File: src/stip_pkg.sv
`default_nettype none

package stip_pkg;

   // Configuration
   localparam logic [5:0] BASE_RESET = 6'd10;
   localparam logic [5:0] BASE_MAX   = 6'd36;
   localparam logic [5:0] BASE_OCT   = 6'd8;
   localparam logic [5:0] BASE_DEC   = 6'd10;
   localparam logic [5:0] BASE_HEX   = 6'd16;
   localparam logic [5:0] BASE_AUTO  = 6'd0;
   localparam logic [5:0] BASE_BAD   = 6'd1;

   // Digit code for a character that is no digit in any base
   localparam logic [5:0] NO_DIGIT = 6'h3F;

   // Character codes
   localparam logic [7:0] CH_SPACE      = 8'h20;
   localparam logic [7:0] CH_PLUS       = 8'h2B;
   localparam logic [7:0] CH_MINUS      = 8'h2D;
   localparam logic [7:0] CH_ZERO       = 8'h30;
   localparam logic [7:0] CH_NINE       = 8'h39;
   localparam logic [7:0] CH_UPPER_A    = 8'h41;
   localparam logic [7:0] CH_UPPER_Z    = 8'h5A;
   localparam logic [7:0] CH_LOWER_A    = 8'h61;
   localparam logic [7:0] CH_LOWER_Z    = 8'h7A;
   localparam logic [7:0] CH_UPPER_X    = 8'h58;
   localparam logic [7:0] CH_LOWER_X    = 8'h78;
   localparam logic [7:0] CH_UPPER_BIAS = 8'd55;  // 'A' - 10
   localparam logic [7:0] CH_LOWER_BIAS = 8'd87;  // 'a' - 10

   localparam int RSP_VALUE_BITS = 32;

   // One classified character
   typedef struct packed {
      logic [5:0] digit;
      logic       is_space;
      logic       is_minus;
      logic       is_plus;
      logic       is_zero;
      logic       is_x;
      logic       first;
      logic       last;
      logic [5:0] base;
      logic       base_bad;
   } item_type;

   typedef struct packed {
      logic [RSP_VALUE_BITS-1:0] value;
      logic                      overflowed;
      logic                      had_digits;
   } result_type;

endpackage

`default_nettype wire

File: src/stip_queue.sv
`default_nettype none

module stip_queue #(
   parameter int DEPTH = 2,
   parameter int WIDTH = 8
) (
   input  wire logic             clock,
   input  wire logic             reset,
   input  wire logic             push,
   input  wire logic [WIDTH-1:0] push_data,
   output logic                  full,
   input  wire logic             pop,
   output logic      [WIDTH-1:0] pop_data,
   output logic                  empty
);

   localparam int PTR_BITS = (DEPTH > 1) ? $clog2(DEPTH) : 1;
   localparam int CNT_BITS = $clog2(DEPTH + 1);
   localparam logic [PTR_BITS-1:0] PTR_LAST = PTR_BITS'(DEPTH - 1);

   logic [WIDTH-1:0]    mem [DEPTH];
   logic [PTR_BITS-1:0] wr_ptr_ff, wr_ptr_in;
   logic [PTR_BITS-1:0] rd_ptr_ff, rd_ptr_in;
   logic [CNT_BITS-1:0] count_ff, count_in;
   logic                do_push, do_pop;

   assign full     = (count_ff == CNT_BITS'(DEPTH));
   assign empty    = (count_ff == '0);
   assign do_push  = push && !full;
   assign do_pop   = pop && !empty;
   assign pop_data = mem[rd_ptr_ff];

   always_comb begin
      // wrap at the last entry so any depth works
      wr_ptr_in = wr_ptr_ff;
      rd_ptr_in = rd_ptr_ff;
      if (do_push) begin
         wr_ptr_in = (wr_ptr_ff == PTR_LAST) ? '0 : wr_ptr_ff + 1'b1;
      end
      if (do_pop) begin
         rd_ptr_in = (rd_ptr_ff == PTR_LAST) ? '0 : rd_ptr_ff + 1'b1;
      end
      unique case ({do_push, do_pop})
         2'b10:   count_in = count_ff + 1'b1;
         2'b01:   count_in = count_ff - 1'b1;
         default: count_in = count_ff;
      endcase
   end

   always_ff @(posedge clock) begin
      if (reset) begin
         wr_ptr_ff <= '0;
         rd_ptr_ff <= '0;
         count_ff  <= '0;
      end else begin
         wr_ptr_ff <= wr_ptr_in;
         rd_ptr_ff <= rd_ptr_in;
         count_ff  <= count_in;
      end
   end

   always_ff @(posedge clock) begin
      if (do_push) begin
         mem[wr_ptr_ff] <= push_data;
      end
   end

   a_count_bound: assert property (@(posedge clock) disable iff (reset)
      count_ff <= CNT_BITS'(DEPTH))
      else $error("queue count above depth");

   a_push_fills: assert property (@(posedge clock) disable iff (reset)
      (do_push && !do_pop) |=> !empty)
      else $error("queue empty after a lone push");

   a_pop_frees: assert property (@(posedge clock) disable iff (reset)
      (do_pop && !do_push) |=> !full)
      else $error("queue full after a lone pop");

endmodule

`default_nettype wire

File: src/stip_front.sv
`default_nettype none

module stip_front (
   input  wire logic             clock,
   input  wire logic             reset,
   input  wire logic             csr_write_enable,
   input  wire logic [5:0]       csr_number_base,
   input  wire logic             req_push,
   input  wire logic [7:0]       req_ch,
   input  wire logic             req_first,
   input  wire logic             req_last,
   input  wire logic             item_full,
   output logic                  item_push,
   output stip_pkg::item_type    item
);

   import stip_pkg::*;

   logic [5:0] base_ff, base_in;
   logic [7:0] biased;

   assign base_in   = csr_write_enable ? csr_number_base : base_ff;
   assign item_push = req_push && !item_full;

   always_ff @(posedge clock) begin
      if (reset) begin
         base_ff <= BASE_RESET;
      end else begin
         base_ff <= base_in;
      end
   end

   always_comb begin
      biased = 8'd0;
      priority if (req_ch >= CH_ZERO && req_ch <= CH_NINE) begin
         biased = req_ch - CH_ZERO;
      end else if (req_ch >= CH_UPPER_A && req_ch <= CH_UPPER_Z) begin
         biased = req_ch - CH_UPPER_BIAS;
      end else if (req_ch >= CH_LOWER_A && req_ch <= CH_LOWER_Z) begin
         biased = req_ch - CH_LOWER_BIAS;
      end else begin
         biased = {2'b00, NO_DIGIT};
      end

      item.digit    = biased[5:0];
      item.is_space = (req_ch == CH_SPACE);
      item.is_minus = (req_ch == CH_MINUS);
      item.is_plus  = (req_ch == CH_PLUS);
      item.is_zero  = (req_ch == CH_ZERO);
      item.is_x     = (req_ch == CH_LOWER_X) || (req_ch == CH_UPPER_X);
      item.first    = req_first;
      item.last     = req_last;
      // latch the base with each item; the back takes it only at a first
      item.base     = base_ff;
      item.base_bad = (base_ff == BASE_BAD) || (base_ff > BASE_MAX);
   end

endmodule

`default_nettype wire

File: src/stip_back.sv
`default_nettype none

module stip_back #(
   parameter int VALUE_BITS = 32
) (
   input  wire logic                clock,
   input  wire logic                reset,
   input  wire stip_pkg::item_type  item,
   input  wire logic                item_empty,
   output logic                     item_pop,
   input  wire logic                res_full,
   output logic                     res_push,
   output stip_pkg::result_type     res
);

   import stip_pkg::*;

   localparam int SUM_BITS = VALUE_BITS + 7;
   localparam logic [VALUE_BITS-1:0] VMAX = {1'b0, {(VALUE_BITS-1){1'b1}}};
   localparam logic [VALUE_BITS-1:0] VMIN = {1'b1, {(VALUE_BITS-1){1'b0}}};

   typedef enum logic [2:0] {
      PH_FINISHED,
      PH_LEAD,
      PH_SIGNED,
      PH_ZERO,
      PH_DIGITS
   } phase_type;

   phase_type             phase_ff, phase_in;
   logic [VALUE_BITS-1:0] acc_ff, acc_in;
   logic                  neg_ff, neg_in;
   logic [5:0]            base_ff, base_in;
   logic                  ds_ff, ds_in;
   logic                  ov_ff, ov_in;

   logic                  emit;
   logic                  bad_now;
   logic                  start;
   logic                  take;
   logic [VALUE_BITS-1:0] limit;
   logic [SUM_BITS-1:0]   sum;
   logic [VALUE_BITS-1:0] res_value;
   logic [RSP_VALUE_BITS-1:0] res_value32;

   assign item_pop = !item_empty && !res_full;
   assign res_push = item_pop && emit;

   always_comb begin
      phase_in = phase_ff;
      acc_in   = acc_ff;
      neg_in   = neg_ff;
      base_in  = base_ff;
      ds_in    = ds_ff;
      ov_in    = ov_ff;
      emit     = 1'b0;
      bad_now  = 1'b0;
      start    = 1'b0;
      take     = 1'b0;
      limit    = VMAX;
      sum      = '0;

      if (item.first) begin
         acc_in   = '0;
         neg_in   = 1'b0;
         ds_in    = 1'b0;
         ov_in    = 1'b0;
         base_in  = item.base;
         phase_in = PH_LEAD;
         if (item.base_bad) begin
            // invalid base: report zero at once, drop the rest of the string
            base_in  = BASE_AUTO;
            phase_in = PH_FINISHED;
            bad_now  = 1'b1;
            emit     = 1'b1;
         end
      end

      if (!bad_now && phase_in != PH_FINISHED) begin
         unique case (phase_in)
            PH_LEAD: begin
               priority if (item.is_space) begin
                  phase_in = PH_LEAD;
               end else if (item.is_minus) begin
                  neg_in   = 1'b1;
                  phase_in = PH_SIGNED;
               end else if (item.is_plus) begin
                  phase_in = PH_SIGNED;
               end else begin
                  start = 1'b1;
               end
            end
            PH_SIGNED: start = 1'b1;
            PH_ZERO: begin
               if (item.is_x) begin
                  base_in  = BASE_HEX;
                  phase_in = PH_DIGITS;
               end else begin
                  take = 1'b1;
               end
            end
            PH_DIGITS:   take = 1'b1;
            PH_FINISHED: take = 1'b0;
            default:     take = 1'b1;
         endcase

         if (start) begin
            if (item.is_zero && (base_in == BASE_AUTO || base_in == BASE_HEX)) begin
               // leading zero counts as a digit and may open a 0x prefix
               ds_in    = 1'b1;
               acc_in   = '0;
               base_in  = (base_in == BASE_AUTO) ? BASE_OCT : BASE_HEX;
               phase_in = PH_ZERO;
            end else begin
               if (base_in == BASE_AUTO) begin
                  base_in = BASE_DEC;
               end
               take = 1'b1;
            end
         end

         if (take) begin
            phase_in = PH_DIGITS;
            if (item.digit >= base_in) begin
               emit = 1'b1;
            end else begin
               ds_in = 1'b1;
               limit = neg_in ? VMIN : VMAX;
               sum   = SUM_BITS'(acc_in) * SUM_BITS'(base_in) + SUM_BITS'(item.digit);
               if (!ov_in) begin
                  if (sum > SUM_BITS'(limit)) begin
                     ov_in = 1'b1;
                  end else begin
                     acc_in = sum[VALUE_BITS-1:0];
                  end
               end
            end
         end

         if (item.last) begin
            emit = 1'b1;
         end
         if (emit) begin
            phase_in = PH_FINISHED;
         end
      end

      priority if (ov_in) begin
         res_value = neg_in ? VMIN : VMAX;
      end else if (neg_in) begin
         res_value = '0 - acc_in;
      end else begin
         res_value = acc_in;
      end
   end

   if (VALUE_BITS >= RSP_VALUE_BITS) begin : g_trunc
      assign res_value32 = res_value[RSP_VALUE_BITS-1:0];
   end else begin : g_ext
      assign res_value32 = {{(RSP_VALUE_BITS-VALUE_BITS){1'b0}}, res_value};
   end

   assign res.value      = res_value32;
   assign res.overflowed = ov_in;
   assign res.had_digits = ds_in;

   always_ff @(posedge clock) begin
      if (reset) begin
         phase_ff <= PH_FINISHED;
         acc_ff   <= '0;
         neg_ff   <= 1'b0;
         base_ff  <= BASE_AUTO;
         ds_ff    <= 1'b0;
         ov_ff    <= 1'b0;
      end else if (item_pop) begin
         phase_ff <= phase_in;
         acc_ff   <= acc_in;
         neg_ff   <= neg_in;
         base_ff  <= base_in;
         ds_ff    <= ds_in;
         ov_ff    <= ov_in;
      end
   end

   a_emit_finishes: assert property (@(posedge clock) disable iff (reset)
      res_push |=> phase_ff == PH_FINISHED)
      else $error("parser still active after a result");

   a_saturate: assert property (@(posedge clock) disable iff (reset)
      (res_push && ov_in) |-> (res_value == VMAX || res_value == VMIN))
      else $error("overflowed result not saturated");

   a_no_digit_zero: assert property (@(posedge clock) disable iff (reset)
      (res_push && !ds_in) |-> (res_value == '0 && !ov_in))
      else $error("result without digits is not zero");

endmodule

`default_nettype wire

File: src/string_to_integer_parser.sv
// Channel   Ports                                          Handshake
// req       req_ch, req_first, req_last                    req_push, req_full
// rsp       rsp_value, rsp_overflowed, rsp_had_digits      rsp_pop, rsp_empty
// csr       csr_number_base                                csr_write_enable
//
// Takes one character per cycle while req_full is low; the back does one
// multiply-add by the base and a limit compare per character.
// A result shows on the rsp side after its ending character has passed the item queue
// and the back and the result has been written into the result queue.
// Reset is synchronous: both queues empty, base register set to 10.
// req_full rises when QUEUE_DEPTH items wait for the back; the back stalls only
// while QUEUE_DEPTH results wait to be popped.
`default_nettype none

module string_to_integer_parser #(
   parameter int VALUE_BITS  = 32,
   parameter int QUEUE_DEPTH = 2
) (
   input  wire logic        clock,
   input  wire logic        reset,
   input  wire logic        csr_write_enable,
   input  wire logic [5:0]  csr_number_base,
   input  wire logic        req_push,
   output logic             req_full,
   input  wire logic [7:0]  req_ch,
   input  wire logic        req_first,
   input  wire logic        req_last,
   output logic             rsp_empty,
   input  wire logic        rsp_pop,
   output logic signed [31:0] rsp_value,
   output logic             rsp_overflowed,
   output logic             rsp_had_digits
);

   import stip_pkg::*;

   item_type   front_item;
   item_type   back_item;
   result_type back_res;
   result_type out_res;
   logic       item_push;
   logic       item_full;
   logic       item_empty;
   logic       item_pop;
   logic       res_push;
   logic       res_full;

   stip_front u_front (
      .clock            (clock),
      .reset            (reset),
      .csr_write_enable (csr_write_enable),
      .csr_number_base  (csr_number_base),
      .req_push         (req_push),
      .req_ch           (req_ch),
      .req_first        (req_first),
      .req_last         (req_last),
      .item_full        (item_full),
      .item_push        (item_push),
      .item             (front_item)
   );

   stip_queue #(
      .DEPTH (QUEUE_DEPTH),
      .WIDTH ($bits(item_type))
   ) u_item_queue (
      .clock     (clock),
      .reset     (reset),
      .push      (item_push),
      .push_data (front_item),
      .full      (item_full),
      .pop       (item_pop),
      .pop_data  (back_item),
      .empty     (item_empty)
   );

   stip_back #(
      .VALUE_BITS (VALUE_BITS)
   ) u_back (
      .clock      (clock),
      .reset      (reset),
      .item       (back_item),
      .item_empty (item_empty),
      .item_pop   (item_pop),
      .res_full   (res_full),
      .res_push   (res_push),
      .res        (back_res)
   );

   stip_queue #(
      .DEPTH (QUEUE_DEPTH),
      .WIDTH ($bits(result_type))
   ) u_result_queue (
      .clock     (clock),
      .reset     (reset),
      .push      (res_push),
      .push_data (back_res),
      .full      (res_full),
      .pop       (rsp_pop),
      .pop_data  (out_res),
      .empty     (rsp_empty)
   );

   assign req_full       = item_full;
   assign rsp_value      = out_res.value;
   assign rsp_overflowed = out_res.overflowed;
   assign rsp_had_digits = out_res.had_digits;

endmodule

`default_nettype wire
File: config.mk
export PLATFORM = sky130hd
export DESIGN_NAME = string_to_integer_parser
export DESIGN_NICKNAME = d
export VERILOG_FILES = /design/src/stip_pkg.sv /design/src/stip_queue.sv /design/src/stip_front.sv /design/src/stip_back.sv /design/src/string_to_integer_parser.sv
export SDC_FILE = /design/constraint.sdc
export NUM_CORES = 1
export LEC_CHECK = 0
export ABC_AREA = 1
export BUFFER_PORTS_ARGS = -buffer_cell sky130_fd_sc_hd__buf_2
export CAP_MARGIN = 40
export CORE_ASPECT_RATIO = 2
export CORE_UTILIZATION = 45
export CTS_BUF_LIST = sky130_fd_sc_hd__clkbuf_8 sky130_fd_sc_hd__clkbuf_16
export DETAILED_ROUTE_END_ITERATION = 7
export GPL_ROUTABILITY_DRIVEN = 1
export SYNTH_ARGS = -nofsm -noshare
export SYNTH_HDL_FRONTEND = slang
export SYNTH_SLANG_ARGS = --single-unit
File: constraint.sdc
create_clock -name clock -period 9 [get_ports clock]
set_input_delay 2.25 -clock clock [delete_from_list [all_inputs] [get_ports clock]]
set_output_delay 2.25 -clock clock [all_outputs]
set_load 0.01 [all_outputs]
==> Word level (Yosys, flattened, before mapping) <==
Memories as Yosys holds them, arrays and structs flattened. A register that Yosys moved wholly into a read port is not among the register bits.
Index checks and enable logic that the tools add are counted.
{ "op_classes": {"multipliers": 1, "n_lt_le_gt_ge": 9, "n_reduce_logical": 28, "n_mux": 88, "eq_ne": 17, "n_addsub": 13} }
{ "ops": {"columns": ["op", "n"], "rows": [
  ["two-way mux 32 bit", 13],
  ["two-way mux 6 bit", 13],
  ["two-way mux 1 bit", 46],
  ["adder 38 x 6 -> 39 bit", 1],
  ["greater-than comparator 39 x 32 -> 1 bit", 1],
  ["multiplier 32 x 6 -> 38 bit", 1],
  ["== test 8 x 6 -> 1 bit (second input constant)", 4],
  ["subtractor 1 x 32 -> 32 bit (first input constant)", 1],
  ["two-way mux 3 bit", 10],
  ["== test 8 x 7 -> 1 bit (second input constant)", 2],
  ["greater-or-equal comparator 8 x 7 -> 1 bit (second input constant)", 2],
  ["<= comparator 8 x 7 -> 1 bit (second input constant)", 2],
  ["logical AND 1 bit", 12],
  ["subtractor 6 bit (second input constant)", 2],
  ["== test 2 bit (second input constant)", 4],
  ["greater-or-equal comparator 8 x 6 -> 1 bit (second input constant)", 1],
  ["<= comparator 8 x 6 -> 1 bit (second input constant)", 1],
  ["case mux 2 bit (2 select lines)", 2],
  ["== test 3 x 2 -> 1 bit (second input constant)", 2],
  ["== test 6 x 1 -> 1 bit (second input constant)", 1],
  ["== test 6 x 5 -> 1 bit (second input constant)", 1],
  ["greater-or-equal comparator 6 bit", 1],
  ["greater-than comparator 6 bit (second input constant)", 1],
  ["zero test 6 bit", 1],
  ["other kinds (16)", 31]
]} }
{ "word_totals": {"mem_bits_rw": 108, "register_bits": 58, "in_bits": 21, "mem_count": 2, "output_inout_bits": 36} }
{ "memory_table": {"columns": ["name", "depth", "word_bits", "rd", "rd_clocked_by_memory_dff", "write_ports", "line_no", "source"], "rows": [
  ["u_result_queue.mem", 2, 34, 1, 1, 1, "stip_queue.sv:21", "logic [WIDTH-1:0] mem [DEPTH];"],
  ["u_item_queue.mem", 2, 20, 1, 1, 1, "stip_queue.sv:21", null]
]} }

==> Depth between registers and ports, before layout <==
{ "depth": {"word_depth": 22, "ltp_mapped": 63} }

==> By module <==
Synthesis repeated with hierarchy kept, for this count alone.
{ "unflattened": {"cells_unflattened": 2363, "area_unflattened_um2": 17650.7} }
{ "by_module_without_submodules": {"columns": ["module", "seq_area_each_um2", "n_inst", "area_each_um2", "cells_each"], "rows": [
  ["stip_back", 880.8, 1, 12313.1, 1982],
  ["stip_queue (u_result_queue)", 2142.1, 1, 2854.0, 146],
  ["stip_queue (u_item_queue)", 1301.2, 1, 1714.1, 102],
  ["stip_front", 120.1, 1, 769.5, 133]
]} }

==> Worst setup path before layout <==
No wires, ideal clock.
{ "synth_path": {"kind": "register to register", "start": "register with a tool-made name", "end": "memory u_result_queue.mem[0][20] (netlist bit), data pin", "setup_time_ns": 0.252, "setup_slack_ns": 0.717, "stages_incl_launch_ff": 59, "required_ns": 8.748, "t_arrival_ns": 8.032, "cell_sequence": "dfxtp_1 > buf_6 > nand2_2 > o21ai_2 > nand2_2 > nand2_1 > nand2_2 > nor2_2 > nand2_2 > o21ai_2 > inv_1 > nor2_4 > inv_2 > buf_2 > nand2_1 > clkbuf_1 > nor2_1 > fa_1 > (+23 left out) > nand2_1 > nand2_1 > nand3_4 > buf_6 > nand2_1 > nand3_1 > nand2_2 > inv_1 > ha_1 > nand3_1 > nor2_2 > nand4_2 > nor2_2 > nand3_1 > nand2_1 > nand2_1 > nand2_1 > inv_1"} }
{ "synth_lines": {"columns": ["element", "line_no"], "rows": [
  ["end: declaration", "stip_queue.sv:21"]
]} }

==> results by group <==
GRT
  • GR peak layer: met2
  • Met3 Use GR: 1.66%
  • First-pass GRT wire length: 83300 um
  • Met1 Use GR: between 20% and 30%
  • Congestion Overflow GR: 0
  • Number of global-route vias before repair: 16020
  • Largest net degree at the start of global routing: ~70
  • Total Routing Usage GR: 27.4%
  • Met2 Use GR: 51.4%
  • Initial antenna violation count: 0

Finish
  • Fin nets: roughly 2800
  • Area of the multi-input gates: 11500 um2
  • Layout cells sized above 1: ~18%
  • Register area: about 4400 um2
  • ANT cells: 0
  • Fill cell count: 3653
  • Area Overhead vs Synth: 17.3%
  • Final instance area: just over 20000 um2

Worst setup path
  • Cell mode on critical path: nand2_1
  • R2R depth: 48
  • CP required: 9.19 ns
  • Slowest cell on crit path: fa_1
  • Worst path max stage delay: 0.59 ns
  • Worst R2R Setup Slack: 0.37 ns
  • CP endpoint kind: flip-flop
  • WS Path Type: reg2reg
  • Crit start category: flip-flop
  • Worst-path fanout max: 17
  • Critical Path AT: 8.82 ns
  • RR Endpoint: u_result_queue.mem[0][7]$_DFFE_PP_

Synthesis
  • Post-synthesis sequential area ratio: 25.7%
  • Async set or reset register ratio after synthesis: 0%
  • Syn Nets: 2605
  • Leading post-synthesis cells by cell area: edfxtp_1 19%, fa_1 14%, nand2_1 12%
  • Post-synth top area share: 18.7%
  • Unique masters post-synth: 56
  • Synth Instances: roughly 2300
  • Syn Area/Cell: between 7 and 8 um2
  • Synth Register Bits: about 170
  • Post-synthesis cell area: about 17000 um2
  • Yosys Warn Count: 0
  • Synth area leader: edfxtp_1
  • Synth Flop Type: edfxtp_1
  • Number of synthesized flops with an enable pin: 108

Placed design
  • DP HPWL: 43600 um
  • Setup slack at placement: -0.139 ns
  • Gpl congestion: 1.02
  • Post-Place Cell Area: 19300 um2
  • Buffers on Ports: 56

Power
  • Tot Pwr: 6.54 mW
  • Clk pwr share: 11.6%
  • Leakage: between 10 and 15 nW
  • Maximum vdd drop: between 150 and 200 uV
  • Int Pwr: 3.22 mW
  • Comb power frac: 69.4%
  • Sequential share of power: a little under a fifth
  • Pwr Density: 322 nW/um2
  • P_sw: 3.32 mW
  • Net Sw Frac: 50.8%

Clock tree
  • CTS Buf Count: 17
  • Maximum clock insertion buffer count: 2
  • Clk slew on worst S/H paths: roughly 0.080 ns
  • Clock sink count: 168
  • Clock Latency Late Sink: 0.45 ns
  • Clock root cell: clkbuf_16
  • CTS H-Tree Depth: 4
  • Post-CTS Hold Fix Bufs: 0
  • CTS tree: done

Status
  • Status: completed

Floorplanning
  • Die W: 141 um
  • Die Height: about 280 um
  • Ports: 57
  • Die area: 39300 um2
  • Core area: approximately 38000 um2
  • Row cnt: around 100
  • Starting Density: 45.7%

Timing
  • Final worst slack: 0.370 ns
  • Clock skew: approximately 0.016 ns
  • Max Clk Rate: about 120 MHz
  • Hold Violations, Final: 0
  • Max_slew headroom: 44.5%
  • Fin crit share: 95.9%
  • Setup TNS: 0 ns
  • Min cycle time layout: 8.63 ns
  • Worst-margin pin slew: 0.832 ns
  • Final Max Tran Viols: 0
  • Final setup vio count: 0
  • Final hold slack: 0.467 ns

Drt
  • Via count: 15739
  • Initial DRC Count: 744
  • Antenna viol nets, final: 0
  • Routed Wire Length: 52200 um
  • 1st-pass router iterations: 7
  • Via-per-instance ratio: 5.28
  • DRC: 0
  • Wire per inst: roughly 17 um

Worst hold path
  • Min-Delay Startpoint: u_result_queue.rd_ptr_ff$_SDFFE_PP0P_
  • Hold WC Path Type: reg2reg
  • Hold path cells: 1
  • Hold endpoint: u_result_queue.rd_ptr_ff$_SDFFE_PP0P_

Job
  • MaxCap Viol Count: 0
state kept, by name (all words and copies together) (netlist names), named ones only:
register and flops:
u_result_queue.wr_ptr_ff 1, u_item_queue.wr_ptr_ff 1, u_result_queue.rd_ptr_ff 1, u_result_queue.mem 68
u_back.ds_ff 1, u_back.base_ff 6, u_result_queue.count_ff 2, u_item_queue.count_ff 2
u_back.neg_ff 1, u_front.base_ff 6, u_item_queue.mem 40, u_item_queue.rd_ptr_ff 1
u_back.phase_ff 3, u_back.ov_ff 1, u_back.acc_ff 32
how the worst max path moves through the flow:
stage / start / to / slack (ns)
finish: flip-flop / u_result_queue.mem[0][7]$_DFFE_PP_ / 0.37
detailed placement: flip-flop / u_result_queue.mem[1][27]$_DFFE_PP_ / -0.14
CTS: flip-flop / u_result_queue.mem[0][31]$_DFFE_PP_ / 0.05
global placement: flip-flop / u_result_queue.mem[1][27]$_DFFE_PP_ / -0.09
global route: flip-flop / u_result_queue.mem[1][31]$_DFFE_PP_ / -0.08
floorplan: flip-flop / u_result_queue.mem[0][20]$_DFFE_PP_ / 0.72
worst max-delay path, delay by kind of cell (launching register included):
kind	cells	cell delay, ns
and+or+nand+nor	23	2.68
adders and majority gates	6	2.67
buffers and inverters	11	1.21
AOI/OAI and AO/OA	6	1.10
DFF	1	0.35
xor gates and xnor gates	2	0.32
repair_timing:
action,CTS,global route
resized for setup,4,86
pin swaps,0,14
setup endpoints to repair,50,64
gates cloned,0,0
setup buffers,0,5
Yosys cell counts (all sizes together), types with 25 or more instances:
library cell    n
nand2         600
a21oi         115
fa            124
ha            136
dfxtp          60
edfxtp        108
o21ai          94
mux2           34
nand4          51
nor2          328
xor2           31
nand3         111
inv           373
clkbuf         46
buf            25
power by group through the flow:
| stage | clock [mW] | combinational [mW] | sequential (mW) |
|---|---|---|---|
| 2_1_floorplan | 0 | 2.71 | 1.24 |
| 3_3_place_gp | 0 | 4.26 | 1.25 |
| 3_5_place_dp | 0 | 4.32 | 1.26 |
| 4_1_cts | 0.771 | 4.36 | 1.24 |
| 5_1_grt | 0.804 | 5.00 | 1.26 |
| 6_report | 0.758 | 4.54 | 1.24 |
final cells by class:
type | count | area share (%)
Multi-Input combinational cell | 1710 | 56.7
Sequential cell | 168 | 21.9
Timing Repair Buffer | 235 | 8.54
Inverter | 375 | 6.96
Tap cell | 463 | 2.85
Clock buffer | 17 | 2.10
Clock inverter | 15 | 0.943
metal layers:
metal / up-vias / wire [um]
met1: 7435 / 19500
met4: 0 / 3870
met2: 409 / 27400
li1: 7739 / -
met3: 156 / 1430
met5: - / 0
through the flow:
stage,util (%),instances
2_1_floorplan,-,2324
3_3_place_gp,50.7,2942
3_5_place_dp,50.8,2946
4_1_cts,52.5,2978
5_1_grt,53.6,2983
6_report,53.6,2983
cell families after synthesis:
kind of cell	after synthesis	share of synthesized area [%]
and+or+nand+nor	1121	27.6
buffers and inverters	446	10.1
adders and majority gates	260	24.2
AOI/OAI and AO/OA	246	7.77
DFF	168	25.7
xor gates and xnor gates	47	2.38
muxes	36	2.33
cell usage in the layout, fill, tap and decap left out, types with 14 or more instances in the layout:
cell	synthesis	routed
nand2_1	572	557
inv_1	366	365
nor2_1	308	290
buf_4	3	164
ha_1	136	131
fa_1	124	124
a21oi_1	115	110
edfxtp_1	108	108
nand3_1	104	95
o21ai_0	84	83
dfxtp_1	60	59
buf_2	12	58
nand4_1	49	49
nand2_2	26	36
mux2_2	34	34
nor2_2	15	26
xor2_1	31	21
clkbuf_16	0	17
xnor2_1	16	15
nand3_2	6	14
(Power assumes the default switching activity.)
